File: config.mk
export PLATFORM = sky130hd
export DESIGN_NAME = dnssd_name_text_validator_unit
export DESIGN_NICKNAME = d
export VERILOG_FILES = /design/src/dnsv_pkg.sv /design/src/dnsv_tracker.sv /design/src/dnssd_name_text_validator_unit.sv
export SDC_FILE = /design/constraint.sdc
export NUM_CORES = 1
export LEC_CHECK = 0
export BUFFER_PORTS_ARGS = -buffer_cell sky130_fd_sc_hd__buf_4
export CAP_MARGIN = 20
export CORE_ASPECT_RATIO = 0.6
export CORE_MARGIN = 3
export CORE_UTILIZATION = 36
export CTS_BUF_LIST = sky130_fd_sc_hd__clkbuf_4
export DETAILED_ROUTE_END_ITERATION = 16
export GPL_ROUTABILITY_DRIVEN = 0
export GPL_TIMING_DRIVEN = 1
export RECOVER_POWER = 25
export SYNTH_ARGS = -nofsm -noshare
export SYNTH_HDL_FRONTEND = slang
export SYNTH_SLANG_ARGS = --single-unit
File: constraint.sdc
create_clock -name i_clk -period 3.5 [get_ports i_clk]
set_input_delay 0.35 -clock i_clk [delete_from_list [all_inputs] [get_ports i_clk]]
set_output_delay 0.35 -clock i_clk [all_outputs]
set_load 0.02 [all_outputs]
File: src/dnsv_pkg.sv
package dnsv_pkg;

    // Field widths
    localparam int BYTE_W      = 8;
    localparam int TOTAL_W     = 9;
    localparam int LABEL_W     = 7;
    localparam int MAX_LABEL_W = 6;
    localparam int PEND_W      = 2;
    localparam int CFG_IDX_W   = 2;
    localparam int CFG_DATA_W  = 9;

    // Counter limits
    localparam logic [TOTAL_W-1:0] TOTAL_SAT = 9'd257;
    localparam logic [TOTAL_W-1:0] TOTAL_CAP = 9'd256;
    localparam logic [LABEL_W-1:0] LABEL_SAT = 7'd64;

    // Byte classes
    localparam logic [BYTE_W-1:0] CTRL_LAST = 8'h1F;
    localparam logic [BYTE_W-1:0] DEL_BYTE  = 8'h7F;
    localparam logic [BYTE_W-1:0] DOT_BYTE  = 8'h2E;
    localparam logic [1:0]        CONT_TAG  = 2'b10;
    localparam logic [2:0]        LEAD2_TAG = 3'b110;
    localparam logic [3:0]        LEAD3_TAG = 4'b1110;
    localparam logic [4:0]        LEAD4_TAG = 5'b11110;

    // Register indexes
    localparam logic [CFG_IDX_W-1:0] CFG_MAX_TOTAL = 2'd0;
    localparam logic [CFG_IDX_W-1:0] CFG_LABEL_EN  = 2'd1;
    localparam logic [CFG_IDX_W-1:0] CFG_MAX_LABEL = 2'd2;

    // Register reset values
    localparam logic [TOTAL_W-1:0]     RST_MAX_TOTAL = 9'd256;
    localparam logic                   RST_LABEL_EN  = 1'b1;
    localparam logic [MAX_LABEL_W-1:0] RST_MAX_LABEL = 6'd63;

    typedef struct packed {
        logic [TOTAL_W-1:0]     max_total;
        logic                   label_en;
        logic [MAX_LABEL_W-1:0] max_label;
    } t_cfg;

endpackage

File: src/dnsv_tracker.sv
module dnsv_tracker (
    input  logic                      i_clk,
    input  logic                      i_rst_n,
    input  dnsv_pkg::t_cfg            i_cfg,
    input  logic                      i_advance,
    input  logic [dnsv_pkg::BYTE_W-1:0] i_byte,
    input  logic                      i_last,
    input  logic                      i_none,
    output logic                      o_name_valid
);
    import dnsv_pkg::*;

    logic [TOTAL_W-1:0] r_total, n_total;
    logic [LABEL_W-1:0] r_label, n_label;
    logic [PEND_W-1:0]  r_pend,  n_pend;
    logic               r_fail,  n_fail;

    logic [TOTAL_W-1:0] s_total;
    logic [LABEL_W-1:0] s_label;
    logic [PEND_W-1:0]  s_pend;
    logic               s_fail;
    logic [TOTAL_W-1:0] limit;
    logic               done;

    // Take one byte into the running name state
    always_comb begin
        n_total = (r_total < TOTAL_SAT) ? r_total + TOTAL_W'(1) : r_total;
        n_label = r_label;
        n_pend  = r_pend;
        n_fail  = r_fail;

        if (i_byte <= CTRL_LAST || i_byte == DEL_BYTE) begin
            n_fail = 1'b1;
        end

        if (r_pend != '0) begin
            if (i_byte[7:6] != CONT_TAG) begin
                n_fail = 1'b1;
            end
            n_pend = r_pend - PEND_W'(1);
        end else if (!i_byte[7]) begin
            n_pend = r_pend;
        end else if (i_byte[7:5] == LEAD2_TAG) begin
            n_pend = PEND_W'(1);
        end else if (i_byte[7:4] == LEAD3_TAG) begin
            n_pend = PEND_W'(2);
        end else if (i_byte[7:3] == LEAD4_TAG) begin
            n_pend = PEND_W'(3);
        end else begin
            n_fail = 1'b1;
        end

        if (i_cfg.label_en) begin
            if (i_byte == DOT_BYTE) begin
                if (r_label > {1'b0, i_cfg.max_label}) begin
                    n_fail = 1'b1;
                end
                n_label = '0;
            end else if (r_label < LABEL_SAT) begin
                n_label = r_label + LABEL_W'(1);
            end
        end
    end

    // Judge the name: an empty-name mark judges what is already held
    always_comb begin
        s_total = i_none ? r_total : n_total;
        s_label = i_none ? r_label : n_label;
        s_pend  = i_none ? r_pend  : n_pend;
        s_fail  = i_none ? r_fail  : n_fail;
        limit   = (i_cfg.max_total > TOTAL_CAP) ? TOTAL_CAP : i_cfg.max_total;
        o_name_valid = !s_fail && (s_pend == '0) && (s_total <= limit)
                     && !(i_cfg.label_en && (s_label > {1'b0, i_cfg.max_label}));
    end

    assign done = i_none || i_last;

    always_ff @(posedge i_clk) begin
        if (!i_rst_n) begin
            r_total <= '0;
            r_label <= '0;
            r_pend  <= '0;
            r_fail  <= 1'b0;
        end else if (i_advance) begin
            if (done) begin
                r_total <= '0;
                r_label <= '0;
                r_pend  <= '0;
                r_fail  <= 1'b0;
            end else begin
                r_total <= n_total;
                r_label <= n_label;
                r_pend  <= n_pend;
                r_fail  <= n_fail;
            end
        end
    end

    a_total_sat: assert property (@(posedge i_clk) disable iff (!i_rst_n)
        r_total <= TOTAL_SAT)
        else $error("total count beyond saturation");

    a_label_sat: assert property (@(posedge i_clk) disable iff (!i_rst_n)
        r_label <= LABEL_SAT)
        else $error("label count beyond saturation");

    a_clear_after_end: assert property (@(posedge i_clk) disable iff (!i_rst_n)
        i_advance && done |=> r_total == '0 && r_label == '0 && r_pend == '0 && !r_fail)
        else $error("name state not cleared after result");

    a_fail_sticky: assert property (@(posedge i_clk) disable iff (!i_rst_n)
        r_fail && !(i_advance && done) |=> r_fail)
        else $error("failure flag dropped within a name");

endmodule

File: src/dnssd_name_text_validator_unit.sv
// Path from an accepted input item to its result on the master side:
// input register, then the checking logic into the result register.
// Throughput: 1 byte per cycle; the input register stalls only when a
// name-ending item meets a full result register that is not being taken.
// Reset (i_rst_n low, synchronous): pipeline emptied, name state cleared,
// registers return to 256 / label checking on / 63.
module dnssd_name_text_validator_unit (
    input  logic                             i_clk,
    input  logic                             i_rst_n,
    // Configuration write channel
    input  logic                             i_cfg_valid,
    output logic                             o_cfg_ready,
    input  logic [dnsv_pkg::CFG_IDX_W-1:0]   i_cfg_index,
    input  logic [dnsv_pkg::CFG_DATA_W-1:0]  i_cfg_data,
    // Slave side: name bytes
    input  logic                             s_axis_tvalid,
    output logic                             s_axis_tready,
    input  logic [7:0]                       s_axis_tdata,  // [7:0] data_byte
    input  logic                             s_axis_tlast,  // last_byte
    input  logic                             s_axis_tuser,  // [0] no_bytes
    // Master side: one verdict per name
    output logic                             m_axis_tvalid,
    input  logic                             m_axis_tready,
    output logic [7:0]                       m_axis_tdata   // [0] name_valid, [7:1] zero
);
    import dnsv_pkg::*;

    // Configuration registers; writes are always taken
    t_cfg r_cfg;

    assign o_cfg_ready = 1'b1;

    always_ff @(posedge i_clk) begin
        if (!i_rst_n) begin
            r_cfg.max_total <= RST_MAX_TOTAL;
            r_cfg.label_en  <= RST_LABEL_EN;
            r_cfg.max_label <= RST_MAX_LABEL;
        end else if (i_cfg_valid) begin
            case (i_cfg_index)
                CFG_MAX_TOTAL: r_cfg.max_total <= i_cfg_data[TOTAL_W-1:0];
                CFG_LABEL_EN:  r_cfg.label_en  <= i_cfg_data[0];
                CFG_MAX_LABEL: r_cfg.max_label <= i_cfg_data[MAX_LABEL_W-1:0];
                default:       r_cfg           <= r_cfg;  // unknown index: drop
            endcase
        end
    end

    // Input register: holds one item until the checker takes it
    logic              r_in_valid;
    logic [BYTE_W-1:0] r_in_byte;
    logic              r_in_last;
    logic              r_in_none;

    // Result register
    logic r_out_valid;
    logic r_out_name_valid;

    logic ends_name;
    logic out_free;
    logic advance;
    logic name_valid;

    // An item that ends a name needs room in the result register;
    // any other item advances as soon as it sits in the input register.
    assign ends_name     = r_in_last || r_in_none;
    assign out_free      = !r_out_valid || m_axis_tready;
    assign advance       = r_in_valid && (!ends_name || out_free);
    assign s_axis_tready = !r_in_valid || advance;

    always_ff @(posedge i_clk) begin
        if (!i_rst_n) begin
            r_in_valid <= 1'b0;
        end else if (s_axis_tready) begin
            r_in_valid <= s_axis_tvalid;
        end
    end

    // Payload: no reset needed
    always_ff @(posedge i_clk) begin
        if (s_axis_tready && s_axis_tvalid) begin
            r_in_byte <= s_axis_tdata;
            r_in_last <= s_axis_tlast;
            r_in_none <= s_axis_tuser;
        end
    end

    dnsv_tracker u_tracker (
        .i_clk        (i_clk),
        .i_rst_n      (i_rst_n),
        .i_cfg        (r_cfg),
        .i_advance    (advance),
        .i_byte       (r_in_byte),
        .i_last       (r_in_last),
        .i_none       (r_in_none),
        .o_name_valid (name_valid)
    );

    // Load a verdict when a name ends, otherwise drop valid once taken
    always_ff @(posedge i_clk) begin
        if (!i_rst_n) begin
            r_out_valid <= 1'b0;
        end else if (advance && ends_name) begin
            r_out_valid <= 1'b1;
        end else if (m_axis_tready) begin
            r_out_valid <= 1'b0;
        end
    end

    always_ff @(posedge i_clk) begin
        if (advance && ends_name) begin
            r_out_name_valid <= name_valid;
        end
    end

    assign m_axis_tvalid = r_out_valid;
    assign m_axis_tdata  = {7'd0, r_out_name_valid};

    a_result_from_end: assert property (@(posedge i_clk) disable iff (!i_rst_n)
        $rose(m_axis_tvalid) |-> $past(r_in_valid && ends_name))
        else $error("result appeared without a name-ending item");

    a_no_overwrite: assert property (@(posedge i_clk) disable iff (!i_rst_n)
        advance && ends_name |-> !r_out_valid || m_axis_tready)
        else $error("pending result overwritten");

    a_held_when_blocked: assert property (@(posedge i_clk) disable iff (!i_rst_n)
        r_in_valid && !advance |=> r_in_valid && $stable(r_in_byte) && $stable(r_in_last))
        else $error("stalled input item lost");

endmodule
==> impl_metrics.py, run 1 <==
metrics = {
    "floorplan": {
        "die_area_um2": 9402,
        "initial_utilization_pct": 38.89,
        "core_um2": 7627,
        "ios": 37,
        "dieHeight_um": 76.32,
        "die_w_um": 123.2,
        "core.rowCount": 24,
    },
    "global_route": {
        "grt_antenna_before_repair": 0,
        "grt_usage_pct": 15.90,
        "grt_max_degree": 30,
        "grt.overflow.total": 0,
        "grt_pass1_wl_mm": 11.95,
        "grt_pass1_vias": 2417,
    },
    "logic_synthesis": {
        "ys_ff_latch": 48,
        "synth.area.top_cells": "dfxtp_1 (25%), edfxtp_1 (11%), ha_1 (9.7%), nand2_1 (5.3%), a21oi_1 (4.6%)",
        "syn_avg_cell_area_um2": 8.500,
        "netlist_area_um2": 2967,
        "synth_edf_count": 11,
        "netlist_top_cells_count": "nand2_1 (42), dfxtp_1 (37), nor2_1 (35)",
        "synth_flop_cell": "dfxtp_1",
        "ys_async_sr_fraction_pct": 0,
        "synthesis.instances": 349,
        "yosys.area.top_type": "dfxtp_1",
        "synth_top_area_share_pct": 24.97,
        "synth_cell_types": 59,
        "yosysSeqAreaShare_pct": 36.10,
        "yosysWarnings": 0,
        "yosysMostFrequentCell": "nand2_1",
    },
    "setup_path": {
        "crit_type": "flip-flop to flip-flop",
        "arrival_ns": 3.45,
        "worstPathRequired_ns": 3.71,
        "critPathMaxFanout": 6,
        "worstSetupEndpointType": "flip-flop",
        "start_kind": "flip-flop",
    },
    "routing": {
        "drc": 0,
        "wl_per_cell_um": 14.76,
        "ant_nets": 0,
        "drt_iter0_drc": 222,
        "via_per_inst": 5.339,
        "dr.pass1.iters": 5,
        "totalWireLength_mm": 7.013,
        "vias": 2536,
    },
    "run": {
        "drv_cap": 0,
    },
    "outcome": {
        "status": "complete, no violations",
    },
    "clocking": {
        "cts_max_path_buffers": 2,
        "clk_latency_ns": 0.38,
        "post_cts_buffers": 0,
        "cts-root-buf": "clkbuf_4",
        "cts_tree": "done",
        "clk_pin_slew_ns": 0.14,
        "htree_levels": 2,
        "cts_made_buffers": 5,
        "cts_hold_buf": 0,
        "clock-sinks": 48,
        "cts-resized-gates": 0,
    },
    "timing": {
        "final_max_slew_viol_count": 0,
        "setup-tns-final_ns": 0,
        "finClkSkew_ns": 0.007452,
        "post-route-period-util_pct": 92.70,
        "finalHoldViolCount": 0,
        "setup_viol_count_final": 0,
        "rsz0062_at_grt": "no",
        "slew_headroom_pct": 33.14,
        "fin_crit_ns": 3.244,
        "worstMarginPinSlew_ns": 1.002,
        "max_freq_ghz": 0.3082,
    },
    "power_and_ir_drop": {
        "pwr-share-comb_pct": 11.0,
        "p_per_area_nw_per_um2": 320.1,
        "peakVddDrop_mv": 0.2058,
        "clkPwrFrac_pct": 32.4,
        "p_seq_share_pct": 56.5,
        "internal_power_mw": 0.7890,
        "design_power_total_mw": 1.055,
        "power.leakage_nw": 1.355,
        "p_switching_mw": 0.2664,
        "p_sw_share_pct": 25.24,
    },
    "finish": {
        "nets": 419,
        "syn2layout_area_growth_pct": 11.13,
        "fillers": 773,
        "drive_above_1_share_pct": 14.82,
        "antenna_cells": 0,
        "final-seq-area_um2": 1071,
        "multi_input_area_um2": 1734,
    },
    "placed_design": {
        "place_hpwl_mm": 5.303,
        "io_buffers": 28,
    },
    "worst_hold_path": {
        "hp-class": "input pin to flip-flop",
    },
}
[placed cells by master, fill, tap and decap left out, types with 6 or more instances in the layout]
cell      netlist  final
dfxtp_1        37     37
edfxtp_1       11     11
buf_4          10     21
a311oi_1        6      6
o21ai_0        23     23
a21oi_1        27     27
mux2i_1        10     10
inv_1          10     10
clkbuf_4        0     16
conb_1          2      8
nand3_1        10     10
nor2_1         35     35
nand3b_1        6      6
nand2_1        42     42
ha_1           23     23
[registers in the layout, indices dropped and copies added (netlist names)]
name / flops
r_cfg: 16
m_axis_tvalid: 1
u_tracker.r_pend: 2
r_in_byte: 8
u_tracker.r_total: 9
u_tracker.r_fail: 1
r_in_last: 1
r_in_none: 1
r_out_name_valid: 1
u_tracker.r_label: 7
r_in_valid: 1
[logic make-up after synthesis]
kind of cell,after synthesis,share of synthesized area (%)
fa+ha+maj,23,9.701
compound gates,91,19.82
mux,11,3.754
simple gates,132,22.14
xor+xnor,6,1.771
flops,48,36.10
buf+inv,36,6.453
other cells,2,0.2532
[area by class of cell]
cell class / instances / area share, %
Multi-Input combinational cell: 271 / 52.60
Sequential cell: 48 / 32.49
Timing Repair Buffer: 33 / 7.287
Tap cell: 104 / 3.947
Clock buffer: 6 / 1.366
Inverter: 11 / 1.252
Clock inverter: 2 / 1.063
[through the flow]
stage / cells / cell area (µm²) / setup WS [ns] / hold WS, ns / utilization [%]
2_1_floorplan: 355 / 2989 / 0.4940 / 0.4489 / -
3_3_place_gp: 467 / 3222 / 0.3638 / 0.4771 / 42.24
3_5_place_dp: 467 / 3222 / 0.2361 / 0.4860 / 42.24
4_1_cts: 475 / 3302 / 0.2112 / 0.1123 / 43.29
5_1_grt: 475 / 3297 / 0.0003371 / 0.1178 / 43.23
6_report: 475 / 3297 / 0.2557 / 0.1523 / 43.23
[power groups by stage]
stage | Clock (mW) | Sequential (mW) | Combinational, mW
detailed placement | 0 | 0.609 | 0.118
global route | 0.375 | 0.599 | 0.133
floorplan | 0 | 0.606 | 0.0807
global placement | 0 | 0.608 | 0.117
CTS | 0.354 | 0.597 | 0.118
finish | 0.342 | 0.597 | 0.116
[worst paths after layout]
check                           depth (start not counted)                to            startpoint  slack, ns
worst max register to register                         11  r_out_name_valid  u_tracker.r_total[7]       0.26
worst max-delay path                                   11  r_out_name_valid  u_tracker.r_total[7]       0.26
worst min-delay path                                    1      r_in_byte[1]       s_axis_tdata[1]       0.15
worst min register to register                          2         r_cfg[10]             r_cfg[10]       0.51
[metal layers]
layer / wire length [µm] / GRT usage (%) / up-vias
met3: 293 / 3.338 / 7
met5: 0 / 0 / -
li1: - / - / 1296
met4: 70 / 4.088 / 0
met2: 2885 / 22.06 / 54
met1: 3762 / 24.59 / 1179
[worst max-delay path: stages (launching register included)]
cell       delay, ns
dfxtp_1         0.39
or4_4           0.57
o31ai_4         0.27
nand4_2         0.16
nor2_1          0.19
xor2_1          0.18
ha_1            0.28
nand2_1         0.07
o21ai_0         0.08
a2111oi_1       0.40
o21ai_0         0.18
a222oi_1        0.31
Power figures use the tool's default switching activity.
==> run 2: changes to the inputs <==
--- a/config.mk
+++ b/config.mk
@@ -5,7 +5,7 @@
 export SDC_FILE = /design/constraint.sdc
 export NUM_CORES = 1
 export LEC_CHECK = 0
-export BUFFER_PORTS_ARGS = -buffer_cell sky130_fd_sc_hd__buf_4
+export BUFFER_PORTS_ARGS = -buffer_cell sky130_fd_sc_hd__buf_2
 export CAP_MARGIN = 20
 export CORE_ASPECT_RATIO = 0.6
 export CORE_MARGIN = 3
==> impl_metrics.py, run 2 (synthesized netlist as in run 1, its figures left out) <==
metrics = {
    "finish": {
        "fin_util_pct": 42.29,
        "syn2layout_area_growth_pct": 8.730,
        "multi_input_area_um2": 1735,
        "largest_reg_flops": 16,
        "antenna_cells": 0,
        "fillers": 793,
        "reg_top3": "r_cfg: 16 flops, u_tracker.r_total: 9 flops, r_in_byte: 8 flops",
        "final_cell_mix": "nand2_1 (42), dfxtp_1 (37), nor2_1 (34)",
        "fin_cells": 475,
        "final-seq-area_um2": 1071,
        "drive_above_1_share_pct": 14.29,
        "nets": 419,
        "final_common_cell": "nand2_1",
        "largest-register": "r_cfg",
        "design_area_um2": 3226,
    },
    "setup_path": {
        "worstSetupEndpointType": "flip-flop",
        "critPathMaxFanout": 6,
        "arrival_ns": 3.47,
        "start_kind": "flip-flop",
        "crit_type": "flip-flop to flip-flop",
        "worstPathRequired_ns": 3.72,
    },
    "power_and_ir_drop": {
        "design_power_total_mw": 1.040,
        "power.leakage_nw": 1.328,
        "p_per_area_nw_per_um2": 322.4,
        "peakVddDrop_mv": 0.1238,
    },
    "floorplan": {
        "core_um2": 7627,
        "dieHeight_um": 76.32,
        "ios": 37,
        "die_area_um2": 9402,
        "die_w_um": 123.2,
        "initial_utilization_pct": 38.89,
        "core.rowCount": 24,
    },
    "timing": {
        "rsz0062_at_grt": "no",
        "worstMarginPinSlew_ns": 1.049,
        "slew_headroom_pct": 29.97,
        "setup_viol_count_final": 0,
        "finClkSkew_ns": 0.01407,
        "fin_crit_ns": 3.250,
        "post-route-period-util_pct": 92.86,
        "final_max_slew_viol_count": 0,
        "fin_hold_ws_ns": 0.1211,
        "setup-tns-final_ns": 0,
        "worst_slack_ns": 0.2498,
        "finalHoldViolCount": 0,
        "max_freq_ghz": 0.3077,
    },
    "routing": {
        "ant_nets": 0,
        "vias": 2636,
        "totalWireLength_mm": 7.044,
        "via_per_inst": 5.549,
        "drt_iter0_drc": 215,
        "dr.pass1.iters": 5,
        "wl_per_cell_um": 14.83,
        "drc": 0,
    },
    "global_route": {
        "grt_usage_pct": 15.46,
        "grt_pass1_vias": 2353,
        "grt_antenna_before_repair": 0,
        "grt.overflow.total": 0,
        "grt_max_degree": 30,
        "grt_pass1_wl_mm": 11.61,
    },
    "clocking": {
        "post_cts_buffers": 0,
        "cts-root-buf": "clkbuf_4",
        "clock-sinks": 48,
        "cts_max_path_buffers": 2,
        "clk_pin_slew_ns": 0.14,
        "cts_hold_buf": 0,
        "clk_latency_ns": 0.39,
        "htree_levels": 2,
        "cts_made_buffers": 5,
        "cts_tree": "done",
    },
    "placed_design": {
        "io_buffers": 28,
        "place_area_um2": 3152,
        "place_hpwl_mm": 5.320,
        "dp.cells": 467,
        "dpl_worst_slack_ns": 0.2330,
    },
    "outcome": {
        "status": "complete, no violations",
    },
    "worst_hold_path": {
        "hp-class": "input pin to flip-flop",
    },
    "run": {
        "drv_cap": 0,
    },
}
## run 2: changes by cell type in the layout (fill, tap and decap cells not counted), moves of 2 or more
cell / previous run / this run
buf_2: 0 / 27
clkbuf_4: 16 / 5
clkinv_1: 1 / 3
buf_4: 21 / 4
## run 2: worst max-delay path, stage by stage, from the launching register on
cell       delay [ns]
dfxtp_1          0.39
or4_4            0.57
o31ai_4          0.28
nand4_2          0.19
nor2_2           0.16
xor2_1           0.18
ha_1             0.28
nand2_1          0.07
o21ai_0          0.08
a2111oi_1        0.40
o21ai_0          0.17
a222oi_1         0.31
## run 2: final timing paths
check	depth (start not counted)	startpoint	endpoint	slack (ns)
setup reg to reg	11	u_tracker.r_total[7]	r_out_name_valid	0.25
hold / removal	1	s_axis_tlast	r_in_last	0.12
setup / recovery	11	u_tracker.r_total[7]	r_out_name_valid	0.25
hold reg to reg	2	r_cfg[7]	r_cfg[7]	0.51
## run 2: metal layers
| layer | vias up | part of all wire, % | wire length (µm) | track usage, % |
|---|---|---|---|---|
| li1 | 1303 | - | - | - |
| met1 | 1247 | 51 | 3620 | 24.00 |
| met2 | 78 | 42 | 2951 | 20.98 |
| met3 | 8 | 5.6 | 392 | 3.487 |
| met4 | 0 | 1.1 | 80 | 4.309 |
| met5 | - | 0 | 0 | 0 |
## run 2: report_power, final
part	switching, mW	internal, mW
Combinational	0.0707	0.0397
Clock	0.187	0.146
Sequential	0.0120	0.584
## run 2: cell type report
type                            instances  area share [%]
Clock buffer                            5           1.164
Clock inverter                          3           1.164
Inverter                               11           1.280
Multi-Input combinational cell        271           53.80
Sequential cell                        48           33.20
Tap cell                              104           4.034
Timing Repair Buffer                   33           5.353
## run 2: timing repair
action                                 in CTS  in global routing
resized for setup                           0                  2
setup endpoints to repair                   0                  1
endpoints found under the hold margin       0                  0
==> run 3: changes to the inputs <==
--- a/config.mk
+++ b/config.mk
@@ -11,9 +11,10 @@
 export CORE_MARGIN = 3
 export CORE_UTILIZATION = 36
 export CTS_BUF_LIST = sky130_fd_sc_hd__clkbuf_4
+export CTS_CLUSTER_SIZE = 25
 export DETAILED_ROUTE_END_ITERATION = 16
 export GPL_ROUTABILITY_DRIVEN = 0
-export GPL_TIMING_DRIVEN = 1
+export GPL_TIMING_DRIVEN = 0
 export RECOVER_POWER = 25
 export SYNTH_ARGS = -nofsm -noshare
 export SYNTH_HDL_FRONTEND = slang
==> constraint.sdc (replaced) <==
create_clock -name i_clk -period 3.32 [get_ports i_clk]
set_input_delay 0.332 -clock i_clk [delete_from_list [all_inputs] [get_ports i_clk]]
set_output_delay 0.332 -clock i_clk [all_outputs]
set_load 0.02 [all_outputs]
==> impl_metrics.py, run 3 (synthesized netlist as in run 1, its figures left out) <==
metrics = {
    "outcome": {
        "status": "complete, no violations",
    },
    "floorplan": {
        "die_area_um2": 9402,
        "die_w_um": 123.2,
        "dieHeight_um": 76.32,
        "core_um2": 7627,
        "core.rowCount": 24,
        "initial_utilization_pct": 38.89,
        "ios": 37,
    },
    "timing": {
        "finalHoldViolCount": 0,
        "slew_headroom_pct": 40.76,
        "rsz0062_at_grt": "no",
        "fin_crit_ns": 3.131,
        "final_max_slew_viol_count": 0,
        "post-route-period-util_pct": 94.30,
        "finClkSkew_ns": 0.01357,
        "worstMarginPinSlew_ns": 0.8868,
        "worst_slack_ns": 0.1891,
        "max_freq_ghz": 0.3194,
        "setup_viol_count_final": 0,
    },
    "routing": {
        "wl_per_cell_um": 14.91,
        "drc": 0,
        "totalWireLength_mm": 7.409,
        "drt_iter0_drc": 267,
        "dr.pass1.iters": 4,
        "vias": 2623,
        "ant_nets": 0,
        "via_per_inst": 5.278,
    },
    "clocking": {
        "htree_levels": 2,
        "cts-root-buf": "clkbuf_4",
        "cts_made_buffers": 5,
        "cts_hold_buf": 0,
        "clk_latency_ns": 0.39,
        "cts_max_path_buffers": 2,
        "clk_pin_slew_ns": 0.14,
        "cts_tree": "done",
        "clock-sinks": 48,
    },
    "setup_path": {
        "cpPeakStageDelay_ns": 0.53,
        "crit_family": "compound AO/OA/AOI/OAI gates",
        "cp_cell_sequence": "or4_4 -> o31ai_4 -> nand4_2 -> nor2_2 -> xor2_1 -> ha_1 -> nand2_1 -> o21ai_2 -> a2111oi_4 -> o21ai_1 -> a222oi_1",
        "critPathSlowestCell": "or4_4",
        "crit_type": "flip-flop to flip-flop",
        "worstSetupEndpointType": "flip-flop",
        "critPathBufInv": 0,
        "critPathMaxFanout": 6,
        "arrival_ns": 3.32,
        "worstPathRequired_ns": 3.51,
        "start_kind": "flip-flop",
    },
    "global_route": {
        "grt_antenna_before_repair": 0,
        "grt_max_degree": 14,
        "grt_usage_pct": 16.12,
        "grt_pass1_vias": 2445,
        "grt_pass1_wl_mm": 12.18,
        "grt.overflow.total": 0,
    },
    "placed_design": {
        "dpl_worst_slack_ns": -0.2930,
        "io_buffers": 27,
        "place_hpwl_mm": 5.501,
        "place_area_um2": 3254,
    },
    "run": {
        "drv_cap": 0,
    },
    "finish": {
        "fillers": 788,
        "largest_reg_flops": 16,
        "antenna_cells": 0,
        "multi_input_area_um2": 1770,
        "final_cell_mix": "nand2_1 (42), dfxtp_1 (34), nor2_1 (33)",
        "design_area_um2": 3386,
        "nets": 441,
        "syn2layout_area_growth_pct": 14.13,
        "final-seq-area_um2": 1077,
        "reg_top3": "r_cfg: 16 flops, u_tracker.r_total: 9 flops, r_in_byte: 8 flops",
        "largest-register": "r_cfg",
        "drive_above_1_share_pct": 19.08,
        "final_common_cell": "nand2_1",
    },
    "worst_hold_path": {
        "hp-class": "input pin to flip-flop",
    },
    "power_and_ir_drop": {
        "design_power_total_mw": 1.051,
        "power.leakage_nw": 1.410,
        "p_per_area_nw_per_um2": 310.4,
        "peakVddDrop_mv": 0.1379,
    },
}
[run 3: cell count changes in the layout (fill, tap and decap cells not counted), sizes merged]
cell and change:
clkinv -1, buf +12, clkbuf +12, bufinv -1
[run 3: cell type report]
class | count | area share (%)
Buffer | 24 | 4.324
Timing Repair Buffer | 31 | 4.841
Sequential cell | 48 | 31.82
Tap cell | 104 | 3.843
Clock buffer | 7 | 1.552
Clock inverter | 1 | 0.1109
Inverter | 11 | 1.220
Multi-Input combinational cell | 271 | 52.29
[run 3: layer usage]
layer / GRT usage, % / part of all wire, % / vias up
met5: 0 / 0 / -
met4: 4.862 / 1.0 / 0
met3: 3.783 / 5.6 / 7
met2: 21.36 / 40 / 72
met1: 25.24 / 53 / 1204
li1: - / - / 1340
[run 3: stage by stage]
stage               cells  util [%]  setup TNS (ns)  hold slack (ns)
floorplan             355         -               0           0.4309
global placement      486     42.67         -0.2470           0.4697
detailed placement    486     42.67         -0.2930           0.4760
CTS                   496     43.68               0          0.09359
global route          497     44.39               0          0.08327
finish                497     44.39               0           0.1201
[run 3: report_power, final]
part	leakage, nW	total, mW	switching (mW)	internal [mW]
sequential	0.409	0.629	0.0136	0.615
clock	0.0338	0.293	0.194	0.0982
combinational	0.968	0.130	0.0782	0.0515
total	1.41	1.05	0.286	0.765
[run 3: worst paths after layout]
path,startpoint,to,slack [ns],cells after the start
worst max register to register,u_tracker.r_total[7],r_out_name_valid,0.19,11
worst max-delay path,u_tracker.r_total[7],r_out_name_valid,0.19,11
worst min register to register,r_cfg[7],r_cfg[7],0.50,2
worst min-delay path,s_axis_tdata[2],r_in_byte[2],0.12,1
[run 3: what timing repair did]
item	4_1_cts	5_1_grt
setup endpoints to repair	1	1
buffers inserted	2	2
gates resized for setup	3	14
pin swaps	1	13
